### src/hdl/rpn_pkg.sv
// Package with the shared types and codes of the reverse Polish stack calculator.
`timescale 1ns / 1ps

package rpn_pkg;

  // Operation codes carried on the input tuser. Code 7 is also an unknown command.
  typedef enum logic [2:0] {
    OP_PUSH = 3'd0,
    OP_ADD  = 3'd1,
    OP_SUB  = 3'd2,
    OP_MUL  = 3'd3,
    OP_DIV  = 3'd4,
    OP_POP  = 3'd5,
    OP_UNK  = 3'd6
  } op_e;

  typedef enum logic [2:0] {
    S_IDLE,
    S_POPY,
    S_POPX,
    S_EXEC,
    S_PUSH,
    S_OUT
  } state_e;

  // Bit positions of the result flags on the output tuser.
  localparam int unsigned FlagShown   = 0;
  localparam int unsigned FlagUnder   = 1;
  localparam int unsigned FlagOver    = 2;
  localparam int unsigned FlagZeroDiv = 3;
  localparam int unsigned FlagUnknown = 4;
  localparam int unsigned FlagCount   = 5;

  // Request from the sequencer to the multiply and divide unit.
  typedef struct packed {
    logic start;
    logic is_div;
  } md_req_t;

endpackage

### src/hdl/rpn_stack_calculator.sv
// Top level of the reverse Polish stack calculator: sequencer, stack pointer and result register.
//
//  Channel  | Direction | Transfer contents
//  ---------+-----------+---------------------------------------------------------------
//  s_axis   | in        | tuser: op[2:0]; tdata: operand[31:0]
//  m_axis   | out       | tdata: shown_value[31:0]; tuser: shown_valid, underflow,
//           |           |        overflow, zero_divisor, unknown_command (lowest first)
//
// One item at a time. Multiply and divide run on the serial multiply and divide unit,
// and every pop waits on the registered read port of the stack memory.
// A new item is taken while the previous result still waits on m_axis; a stalled
// result holds the sequencer before its next result is loaded.
// Reset clears the stack count and all handshake state; stack contents need no clearing.
`timescale 1ns / 1ps

module rpn_stack_calculator
  import rpn_pkg::*;
#(
  parameter int unsigned STACK_DEPTH = 128,
  parameter int unsigned VALUE_WIDTH = 32,
  parameter int unsigned FRAC_BITS   = 16
) (
  input  logic                 clk_i,
  input  logic                 rst_ni,
  input  logic                 s_axis_tvalid,
  output logic                 s_axis_tready,
  input  logic [31:0]          s_axis_tdata,  // operand[31:0]
  input  logic [2:0]           s_axis_tuser,  // op[2:0]
  output logic                 m_axis_tvalid,
  input  logic                 m_axis_tready,
  output logic [31:0]          m_axis_tdata,  // shown_value[31:0]
  output logic [FlagCount-1:0] m_axis_tuser   // shown_valid, underflow, overflow,
                                              // zero_divisor, unknown_command
);

  localparam int unsigned VW = VALUE_WIDTH;
  localparam int unsigned AW = $clog2(STACK_DEPTH);
  localparam int unsigned CW = $clog2(STACK_DEPTH + 1);
  localparam int unsigned EW = (VALUE_WIDTH > 32) ? VALUE_WIDTH : 32;
  localparam logic signed [EW-1:0] VMaxExt = {{(EW - VW + 1){1'b0}}, {(VW - 1){1'b1}}};
  localparam logic signed [EW-1:0] VMinExt = ~VMaxExt;
  localparam logic signed [EW-1:0] Max32Ext = {{(EW - 31){1'b0}}, {31{1'b1}}};
  localparam logic signed [EW-1:0] Min32Ext = ~Max32Ext;
  localparam logic signed [VW-1:0] VMax = {1'b0, {(VW - 1){1'b1}}};
  localparam logic signed [VW-1:0] VMin = ~VMax;

  state_e                state_q, state_d;
  op_e                   op_q, op_d;
  logic [CW-1:0]         count_q, count_d;
  logic                  rd_pend_q, rd_pend_d;
  logic signed [VW-1:0]  y_q, y_d;
  logic signed [VW-1:0]  res_q, res_d;
  logic [31:0]           shown_q, shown_d;
  logic                  valid_q, valid_d;
  logic                  under_q, under_d;
  logic                  over_q, over_d;
  logic                  zdiv_q, zdiv_d;
  logic                  unk_q, unk_d;

  logic                  out_valid_q, out_valid_d;
  logic [31:0]           out_data_q, out_data_d;
  logic [FlagCount-1:0]  out_user_q, out_user_d;

  logic                  in_fire;
  logic                  pop_req;
  logic [CW-1:0]         count_m1;
  logic                  rd_en;
  logic [VW-1:0]         rd_data;
  logic                  wr_en;
  logic signed [VW-1:0]  popped;
  logic signed [EW-1:0]  opnd_ext, popped_ext;
  logic signed [VW-1:0]  opnd_clamp;
  logic [31:0]           shown_clamp;
  logic signed [VW:0]    sum_ext;
  logic signed [VW-1:0]  sum_sat;
  md_req_t               md_req;
  logic                  md_done;
  logic signed [VW-1:0]  md_result;

  assign in_fire  = s_axis_tvalid && s_axis_tready;
  assign count_m1 = count_q - 1'b1;
  assign popped   = rd_pend_q ? $signed(rd_data) : '0;

  // Operand and shown value saturate where the field and the value widths differ.
  assign opnd_ext   = EW'($signed(s_axis_tdata));
  assign opnd_clamp = (opnd_ext > VMaxExt) ? VMax :
                      (opnd_ext < VMinExt) ? VMin : opnd_ext[VW-1:0];
  assign popped_ext  = EW'(popped);
  assign shown_clamp = (popped_ext > Max32Ext) ? Max32Ext[31:0] :
                       (popped_ext < Min32Ext) ? Min32Ext[31:0] : popped_ext[31:0];

  // The second value popped is the left operand x; y was popped first.
  assign sum_ext = (op_q == OP_SUB) ? {popped[VW-1], popped} - {y_q[VW-1], y_q}
                                    : {popped[VW-1], popped} + {y_q[VW-1], y_q};
  assign sum_sat = (sum_ext[VW] != sum_ext[VW-1]) ? (sum_ext[VW] ? VMin : VMax)
                                                  : sum_ext[VW-1:0];

  always_comb begin
    state_d   = state_q;
    op_d      = op_q;
    count_d   = count_q;
    rd_pend_d = rd_pend_q;
    y_d       = y_q;
    res_d     = res_q;
    shown_d   = shown_q;
    valid_d   = valid_q;
    under_d   = under_q;
    over_d    = over_q;
    zdiv_d    = zdiv_q;
    unk_d     = unk_q;
    pop_req   = 1'b0;
    rd_en     = 1'b0;
    wr_en     = 1'b0;
    md_req    = '0;
    s_axis_tready = (state_q == S_IDLE);

    out_valid_d = out_valid_q && !m_axis_tready;
    out_data_d  = out_data_q;
    out_user_d  = out_user_q;

    case (state_q)
      S_IDLE: begin
        if (in_fire) begin
          op_d    = op_e'(s_axis_tuser);
          shown_d = '0;
          valid_d = 1'b0;
          under_d = 1'b0;
          over_d  = 1'b0;
          zdiv_d  = 1'b0;
          unk_d   = 1'b0;
          case (op_e'(s_axis_tuser))
            OP_PUSH: begin
              res_d   = opnd_clamp;
              state_d = S_PUSH;
            end
            OP_ADD, OP_SUB, OP_MUL, OP_DIV, OP_POP: begin
              pop_req = 1'b1;
              state_d = S_POPY;
            end
            default: begin
              unk_d   = 1'b1;
              state_d = S_OUT;
            end
          endcase
        end
      end
      S_POPY: begin
        y_d = popped;
        if (op_q == OP_POP) begin
          shown_d = shown_clamp;
          valid_d = 1'b1;
          state_d = S_OUT;
        end else if (op_q == OP_DIV && popped == '0) begin
          zdiv_d  = 1'b1;
          state_d = S_OUT;
        end else begin
          pop_req = 1'b1;
          state_d = S_POPX;
        end
      end
      S_POPX: begin
        if (op_q == OP_MUL || op_q == OP_DIV) begin
          md_req.start  = 1'b1;
          md_req.is_div = (op_q == OP_DIV);
          state_d       = S_EXEC;
        end else begin
          res_d   = sum_sat;
          state_d = S_PUSH;
        end
      end
      S_EXEC: begin
        if (md_done) begin
          res_d   = md_result;
          state_d = S_PUSH;
        end
      end
      S_PUSH: begin
        if (count_q < CW'(STACK_DEPTH)) begin
          wr_en   = 1'b1;
          count_d = count_q + 1'b1;
        end else begin
          over_d = 1'b1;
        end
        state_d = S_OUT;
      end
      S_OUT: begin
        if (!out_valid_q || m_axis_tready) begin
          out_valid_d = 1'b1;
          out_data_d  = shown_q;
          out_user_d[FlagShown]   = valid_q;
          out_user_d[FlagUnder]   = under_q;
          out_user_d[FlagOver]    = over_q;
          out_user_d[FlagZeroDiv] = zdiv_q;
          out_user_d[FlagUnknown] = unk_q;
          state_d = S_IDLE;
        end
      end
      default: begin
        state_d = S_IDLE;
      end
    endcase

    // An empty stack yields zero and flags underflow; otherwise the top entry is read.
    if (pop_req) begin
      if (count_q != '0) begin
        rd_en     = 1'b1;
        rd_pend_d = 1'b1;
        count_d   = count_m1;
      end else begin
        rd_pend_d = 1'b0;
        under_d   = 1'b1;
      end
    end
  end

  always_ff @(posedge clk_i or negedge rst_ni) begin
    if (!rst_ni) begin
      state_q     <= S_IDLE;
      count_q     <= '0;
      rd_pend_q   <= 1'b0;
      out_valid_q <= 1'b0;
    end else begin
      state_q     <= state_d;
      count_q     <= count_d;
      rd_pend_q   <= rd_pend_d;
      out_valid_q <= out_valid_d;
    end
  end

  always_ff @(posedge clk_i) begin
    op_q       <= op_d;
    y_q        <= y_d;
    res_q      <= res_d;
    shown_q    <= shown_d;
    valid_q    <= valid_d;
    under_q    <= under_d;
    over_q     <= over_d;
    zdiv_q     <= zdiv_d;
    unk_q      <= unk_d;
    out_data_q <= out_data_d;
    out_user_q <= out_user_d;
  end

  rpn_stk_mem #(
    .DEPTH (STACK_DEPTH),
    .WIDTH (VALUE_WIDTH)
  ) u_stk_mem (
    .clk_i     (clk_i),
    .rd_en_i   (rd_en),
    .rd_addr_i (count_m1[AW-1:0]),
    .rd_data_o (rd_data),
    .wr_en_i   (wr_en),
    .wr_addr_i (count_q[AW-1:0]),
    .wr_data_i (res_q)
  );

  rpn_muldiv #(
    .VALUE_WIDTH (VALUE_WIDTH),
    .FRAC_BITS   (FRAC_BITS)
  ) u_muldiv (
    .clk_i    (clk_i),
    .rst_ni   (rst_ni),
    .req_i    (md_req),
    .a_i      (popped),
    .b_i      (y_q),
    .done_o   (md_done),
    .result_o (md_result)
  );

  assign m_axis_tvalid = out_valid_q;
  assign m_axis_tdata  = out_data_q;
  assign m_axis_tuser  = out_user_q;

endmodule

### src/hdl/rpn_stk_mem.sv
// Value stack storage: one write port and one registered read port.
`timescale 1ns / 1ps

module rpn_stk_mem
  import rpn_pkg::*;
#(
  parameter int unsigned DEPTH = 128,
  parameter int unsigned WIDTH = 32
) (
  input  logic                     clk_i,
  input  logic                     rd_en_i,
  input  logic [$clog2(DEPTH)-1:0] rd_addr_i,
  output logic [WIDTH-1:0]         rd_data_o,
  input  logic                     wr_en_i,
  input  logic [$clog2(DEPTH)-1:0] wr_addr_i,
  input  logic [WIDTH-1:0]         wr_data_i
);

  logic [WIDTH-1:0] mem_q [DEPTH];
  logic [WIDTH-1:0] rd_data_q;

  always_ff @(posedge clk_i) begin
    if (wr_en_i) begin
      mem_q[wr_addr_i] <= wr_data_i;
    end
  end

  // The read data holds until the next read is issued.
  always_ff @(posedge clk_i) begin
    if (rd_en_i) begin
      rd_data_q <= mem_q[rd_addr_i];
    end
  end

  assign rd_data_o = rd_data_q;

endmodule

### src/hdl/rpn_muldiv.sv
// Shared bit-serial fixed-point multiply and restoring divide with saturation.
`timescale 1ns / 1ps

module rpn_muldiv
  import rpn_pkg::*;
#(
  parameter int unsigned VALUE_WIDTH = 32,
  parameter int unsigned FRAC_BITS   = 16
) (
  input  logic                          clk_i,
  input  logic                          rst_ni,
  input  md_req_t                       req_i,
  input  logic signed [VALUE_WIDTH-1:0] a_i,
  input  logic signed [VALUE_WIDTH-1:0] b_i,
  output logic                          done_o,
  output logic signed [VALUE_WIDTH-1:0] result_o
);

  localparam int unsigned VW   = VALUE_WIDTH;
  localparam int unsigned NW   = VALUE_WIDTH + FRAC_BITS;
  localparam int unsigned RW   = (2 * VW > NW) ? 2 * VW : NW;
  localparam int unsigned CNTW = $clog2(NW + 1);
  localparam logic [VW-1:0] VMax = {1'b0, {(VW - 1){1'b1}}};

  logic            busy_q, busy_d;
  logic            done_q, done_d;
  logic            div_q, div_d;
  logic            neg_q, neg_d;
  logic [CNTW-1:0] cnt_q, cnt_d;
  logic [VW-1:0]   ma_q, ma_d;
  logic [VW-1:0]   hi_q, hi_d;
  logic [NW-1:0]   lo_q, lo_d;

  logic [VW-1:0]   mag_a, mag_b;
  logic [VW:0]     mul_sum;
  logic [VW:0]     div_rs;
  logic [VW:0]     div_diff;
  logic            div_ge;
  logic [2*VW-1:0] prod;
  logic [RW-1:0]   mag_r, lim_r, sat_r;
  logic [VW-1:0]   sat_v;

  assign mag_a = a_i[VW-1] ? VW'(0) - VW'(a_i) : VW'(a_i);
  assign mag_b = b_i[VW-1] ? VW'(0) - VW'(b_i) : VW'(b_i);

  assign mul_sum  = {1'b0, hi_q} + (lo_q[0] ? {1'b0, ma_q} : {(VW + 1){1'b0}});
  assign div_rs   = {hi_q, lo_q[NW-1]};
  assign div_ge   = div_rs >= {1'b0, ma_q};
  assign div_diff = div_rs - {1'b0, ma_q};

  always_comb begin
    busy_d = busy_q;
    done_d = 1'b0;
    div_d  = div_q;
    neg_d  = neg_q;
    cnt_d  = cnt_q;
    ma_d   = ma_q;
    hi_d   = hi_q;
    lo_d   = lo_q;
    if (req_i.start) begin
      busy_d = 1'b1;
      div_d  = req_i.is_div;
      neg_d  = a_i[VW-1] ^ b_i[VW-1];
      hi_d   = '0;
      if (req_i.is_div) begin
        ma_d  = mag_b;
        lo_d  = NW'(mag_a) << FRAC_BITS;
        cnt_d = CNTW'(NW);
      end else begin
        ma_d  = mag_a;
        lo_d  = NW'(mag_b);
        cnt_d = CNTW'(VW);
      end
    end else if (busy_q) begin
      if (div_q) begin
        hi_d = div_ge ? div_diff[VW-1:0] : div_rs[VW-1:0];
        lo_d = {lo_q[NW-2:0], div_ge};
      end else begin
        // Shift-add: the sum enters at the top, the multiplier leaves at the bottom.
        hi_d         = mul_sum[VW:1];
        lo_d         = lo_q >> 1;
        lo_d[VW-1]   = mul_sum[0];
      end
      cnt_d = cnt_q - 1'b1;
      if (cnt_q == CNTW'(1)) begin
        busy_d = 1'b0;
        done_d = 1'b1;
      end
    end
  end

  always_ff @(posedge clk_i or negedge rst_ni) begin
    if (!rst_ni) begin
      busy_q <= 1'b0;
      done_q <= 1'b0;
      cnt_q  <= '0;
    end else begin
      busy_q <= busy_d;
      done_q <= done_d;
      cnt_q  <= cnt_d;
    end
  end

  always_ff @(posedge clk_i) begin
    div_q <= div_d;
    neg_q <= neg_d;
    ma_q  <= ma_d;
    hi_q  <= hi_d;
    lo_q  <= lo_d;
  end

  // The product keeps FRAC_BITS fraction bits; both results truncate toward zero.
  assign prod  = {hi_q, lo_q[VW-1:0]};
  assign mag_r = div_q ? RW'(lo_q) : RW'(prod >> FRAC_BITS);
  assign lim_r = RW'(VMax) + RW'(neg_q);
  assign sat_r = (mag_r > lim_r) ? lim_r : mag_r;
  assign sat_v = sat_r[VW-1:0];

  assign result_o = neg_q ? $signed(VW'(0) - sat_v) : $signed(sat_v);
  assign done_o   = done_q;

endmodule

### config.mk
export PLATFORM = sky130hd
export DESIGN_NAME = rpn_stack_calculator
export DESIGN_NICKNAME = d
export VERILOG_FILES = /design/src/hdl/rpn_pkg.sv /design/src/hdl/rpn_stack_calculator.sv /design/src/hdl/rpn_stk_mem.sv /design/src/hdl/rpn_muldiv.sv
export SDC_FILE = /design/constraint.sdc
export NUM_CORES = 2
export LEC_CHECK = 0
export BUFFER_PORTS_ARGS = -buffer_cell sky130_fd_sc_hd__buf_2
export CORE_MARGIN = 1.5
export CORE_UTILIZATION = 34
export DETAILED_ROUTE_END_ITERATION = 12
export PLACE_DENSITY_LB_ADDON = 0.08
export SLEW_MARGIN = 20
export SYNTH_ARGS = -nofsm -noshare
export SYNTH_HDL_FRONTEND = slang
export SYNTH_SLANG_ARGS = --single-unit
### constraint.sdc
create_clock -name clk_i -period 18.7 [get_ports clk_i]
set_input_delay 3.74 -clock clk_i [delete_from_list [all_inputs] [get_ports clk_i]]
set_output_delay 3.74 -clock clk_i [all_outputs]
set_load 0.005 [all_outputs]
==> metrics.txt <==
Die W 728 µm; cell taking the most area after synthesis edfxtp_1; final setup slack of the worst path 11.52 ns; Synth Flop Type edfxtp_1; vias roughly 90,000; critical path launch point type flop; IO Count 78; Initial Util 34.2%; Mapped Cells 8,880; H-Tree Level Count 5; post-CTS setup repair buffer count 0; syn nets 9,059; CP max-delay cell a311oi_1; CTS Buf Count 477; DR pass1 iterations 5; most frequent cells in the layout edfxtp_1 (4,350), mux4_2 (1,280), nand2_1 (570), clkbuf_16 (485), buf_4 (289); fin nets 9,461; Sw Pwr 14.7 mW; Yosys warning total 0; status complete, no violations; synthesis-to-finish area growth 14.7%; initial antenna violation count 51; kind of critical path flop to flop; Antenna Violating Nets Remaining 0; Period minus WS final 7.18 ns; Post-synth EDFFs 4,350; logic gate share of total power 42.1%; kind of cell adding the most delay to the critical path simple AND/OR/NAND/NOR gates; reg2reg start y_q[0]$_DFFE_PP_; CP arrival slightly below 8 ns; Final Power 38.2 mW; clk buf depth 4; die area between 0.5 and 0.6 mm²; critical path, cell by cell inv_1 > ha_1 > or3b_1 > or3_1 > nor4_2 > nand2b_1 > or3_1 > o31ai_1 > xor2_1 > ha_1 > a21o_1 > a21o_1 > or3_1 > a21oi_1 > nor3_1 > a311oi_1 > and3_1 > buf_4 > nand2b_1 > buf_4 > o221ai_1; Core ar. 0.522 mm²; FMAX around 140 MHz; worst r2r dst res_q[29]$_DFFE_PP_; Multi-input gate area ~0.046 mm²; Rel. slew slack 23.8%; Port Buf Inserts 77; number of placement rows roughly 270; Final Util 39.2%; 1st-iter DRT viols 10,200; Pwr per Cell Area roughly 190 mW/mm²; Critical Path Max Stage Delay about 0.58 ns; cell mode on critical path or3_1; number of synthesized register bits 4,404; Routed wire per std cell 34.7 µm; worst slew pin tran roughly 1.1 ns; Reg2Reg Depth 21; die height 728 µm; post-CTS sizing 0; RSZ-0062 raised after global routing false; CTS Root Cell clkbuf_16; wire length of the first global-routing pass 790,000 µm; setup_tns 0 ns; Setup Skew 0.0728 ns; CTS clk-pin slew, worst paths ~0.07 ns; Placer Congestion 0.829; FF+latch area 0.132 mm²; Hold Crit Depth 0; count of cell types in the netlist 87; Setup Slack @ Placement 11.32 ns; clock latency on the worst-skew pair around 1.1 ns; Pint 23.5 mW; max cap viols 0; DRC violations left 0; Detailed Place HPWL between 300,000 and 400,000 µm; clk sink count 4,404; clock share of power 24.1%; number of global-route vias before repair 93,700; Synth area leaders edfxtp_1 (73%), mux4_2 (16%), nand2_1 (1.2%), ha_1 (0.96%), clkbuf_1 (0.69%); largest net degree at the start of global routing 107; CP Capture Type flop; crit-path max FO 29; hold_sp shown_q[8]$_SDFFCE_PN0P_; Leakage 64.7 nW; Total Wirelength 577,000 µm; Flop pwr share about a third; final setup vio count 0; FILL cells approximately 47,000; vias per cell 5.53; gr ovfl total 0; Hold Path End m_axis_tdata[8]$_DFFE_PP_; share of cells above drive strength 1 26.1%; fin. max-slew vios 0; period utilisation layout 38.4%; Syn Area/Cell approximately 20 µm²; Yosys top cell area share 73.2%; Tot GR Track Use 21.4%; R2R Setup Slk 11.52 ns; sequential area share after synthesis 73.8%; Worst Path Buf+Inv 3; Final Hold Viols 0; mapped cell area 0.179 mm²; CTS Hold Bufs 0; TritonCTS clock tree built; Sw Share between 30% and 40%; worst vdd ir around 0.19 mV; ys async rst share 0.477%; hold_ws between 0.4 and 0.5 ns; worst path required time about 20 ns; Worst path depth 21; most common cell after layout, fill and taps aside edfxtp_1; HP Class flop to flop
==> flip-flops by register name, summed over array words and instances, names as in the netlist, 3 cells and up <==
| name | count |
|---|---|
| u_stk_mem.mem_q | 4096 |
| state_q | 3 |
| res_q | 32 |
| u_muldiv.cnt_q | 6 |
| u_stk_mem.rd_data_o | 32 |
| shown_q | 32 |
| u_muldiv.lo_q | 48 |
| u_muldiv.hi_q | 32 |
| op_q | 3 |
| y_q | 32 |
| count_q | 8 |
| m_axis_tdata | 32 |
| m_axis_tuser | 5 |
| u_muldiv.ma_q | 32 |
==> cell type report <==
type / instances / area share [%]
Tap cell: 6942 / 4.24
Inverter: 126 / 0.232
Clock inverter: 280 / 1.19
Clock buffer: 594 / 6.13
Sequential cell: 4404 / 64.4
Antenna cell: 26 / 0.0318
Timing Repair Buffer: 396 / 1.55
Multi-Input combinational cell: 3877 / 22.2
==> through the flow <==
stage,cells,cell area (µm²)
5_1_grt,16600,205000
3_3_place_gp,15700,189000
6_report,16600,205000
2_1_floorplan,8880,179000
3_5_place_dp,15700,190000
4_1_cts,16600,205000
==> layer usage <==
| layer | track usage (%) | vias to the layer above | wire, µm |
|---|---|---|---|
| met1 | 30.7 | 50800 | 255000 |
| met4 | 4.31 | 0 | 11500 |
| met2 | 35.7 | 2887 | 281000 |
| met3 | 2.34 | 609 | 29100 |
| li1 | - | 37600 | - |
| met5 | 0 | - | 0 |
==> logic make-up after synthesis <==
kind of cell	Yosys count	share of synthesized area [%]
flops	4404	73.8
mux	1363	16.6
fa+ha+maj	140	0.994
compound gates	745	2.64
buf+inv	599	1.30
xor+xnor	180	0.887
simple gates	1449	3.72
==> Yosys cell counts (23+ instances only) <==
cell         n
and3_1      29
nor2_1     283
a211oi_1    32
mux2i_1     72
buf_1      119
o211ai_1    33
and2_1      70
a21oi_1    179
xor2_1      88
dfxtp_1     33
nand2b_1    40
o31ai_1     30
nor3_1      71
a21o_1      47
nand3_1    233
a31oi_1     29
o221ai_1    23
ha_1       137
inv_1      124
edfxtp_1  4350
xnor2_1     91
nor2b_1     35
nand2_1    571
mux4_2    1280
clkbuf_1   327
o21ai_0    206
o22ai_1     29
==> power groups by stage <==
stage	Sequential, mW	Combinational, mW	Clock, mW
finish	12.9	16.1	9.18
global route	13.0	17.0	9.75
CTS	12.9	16.4	9.41
detailed placement	13.1	16.4	0
global placement	13.2	16.2	0
floorplan	13.4	9.16	0
==> worst max path at each step <==
| stage | from | slack (ns) | to |
|---|---|---|---|
| CTS | count_q[0]$_DFF_PN0_ | 11.34 | u_stk_mem.rd_data_o[21]$_DFFE_PP_ |
| detailed placement | count_q[0]$_DFF_PN0_ | 11.32 | u_stk_mem.rd_data_o[21]$_DFFE_PP_ |
| global placement | count_q[0]$_DFF_PN0_ | 11.32 | u_stk_mem.rd_data_o[15]$_DFFE_PP_ |
| global route | y_q[0]$_DFFE_PP_ | 11.13 | res_q[22]$_DFFE_PP_ |
| floorplan | s_axis_tuser[1] | 11.64 | res_q[0]$_DFFE_PP_ |
| finish | y_q[0]$_DFFE_PP_ | 11.52 | res_q[29]$_DFFE_PP_ |
Note: power is estimated with default switching activity, not from simulation.
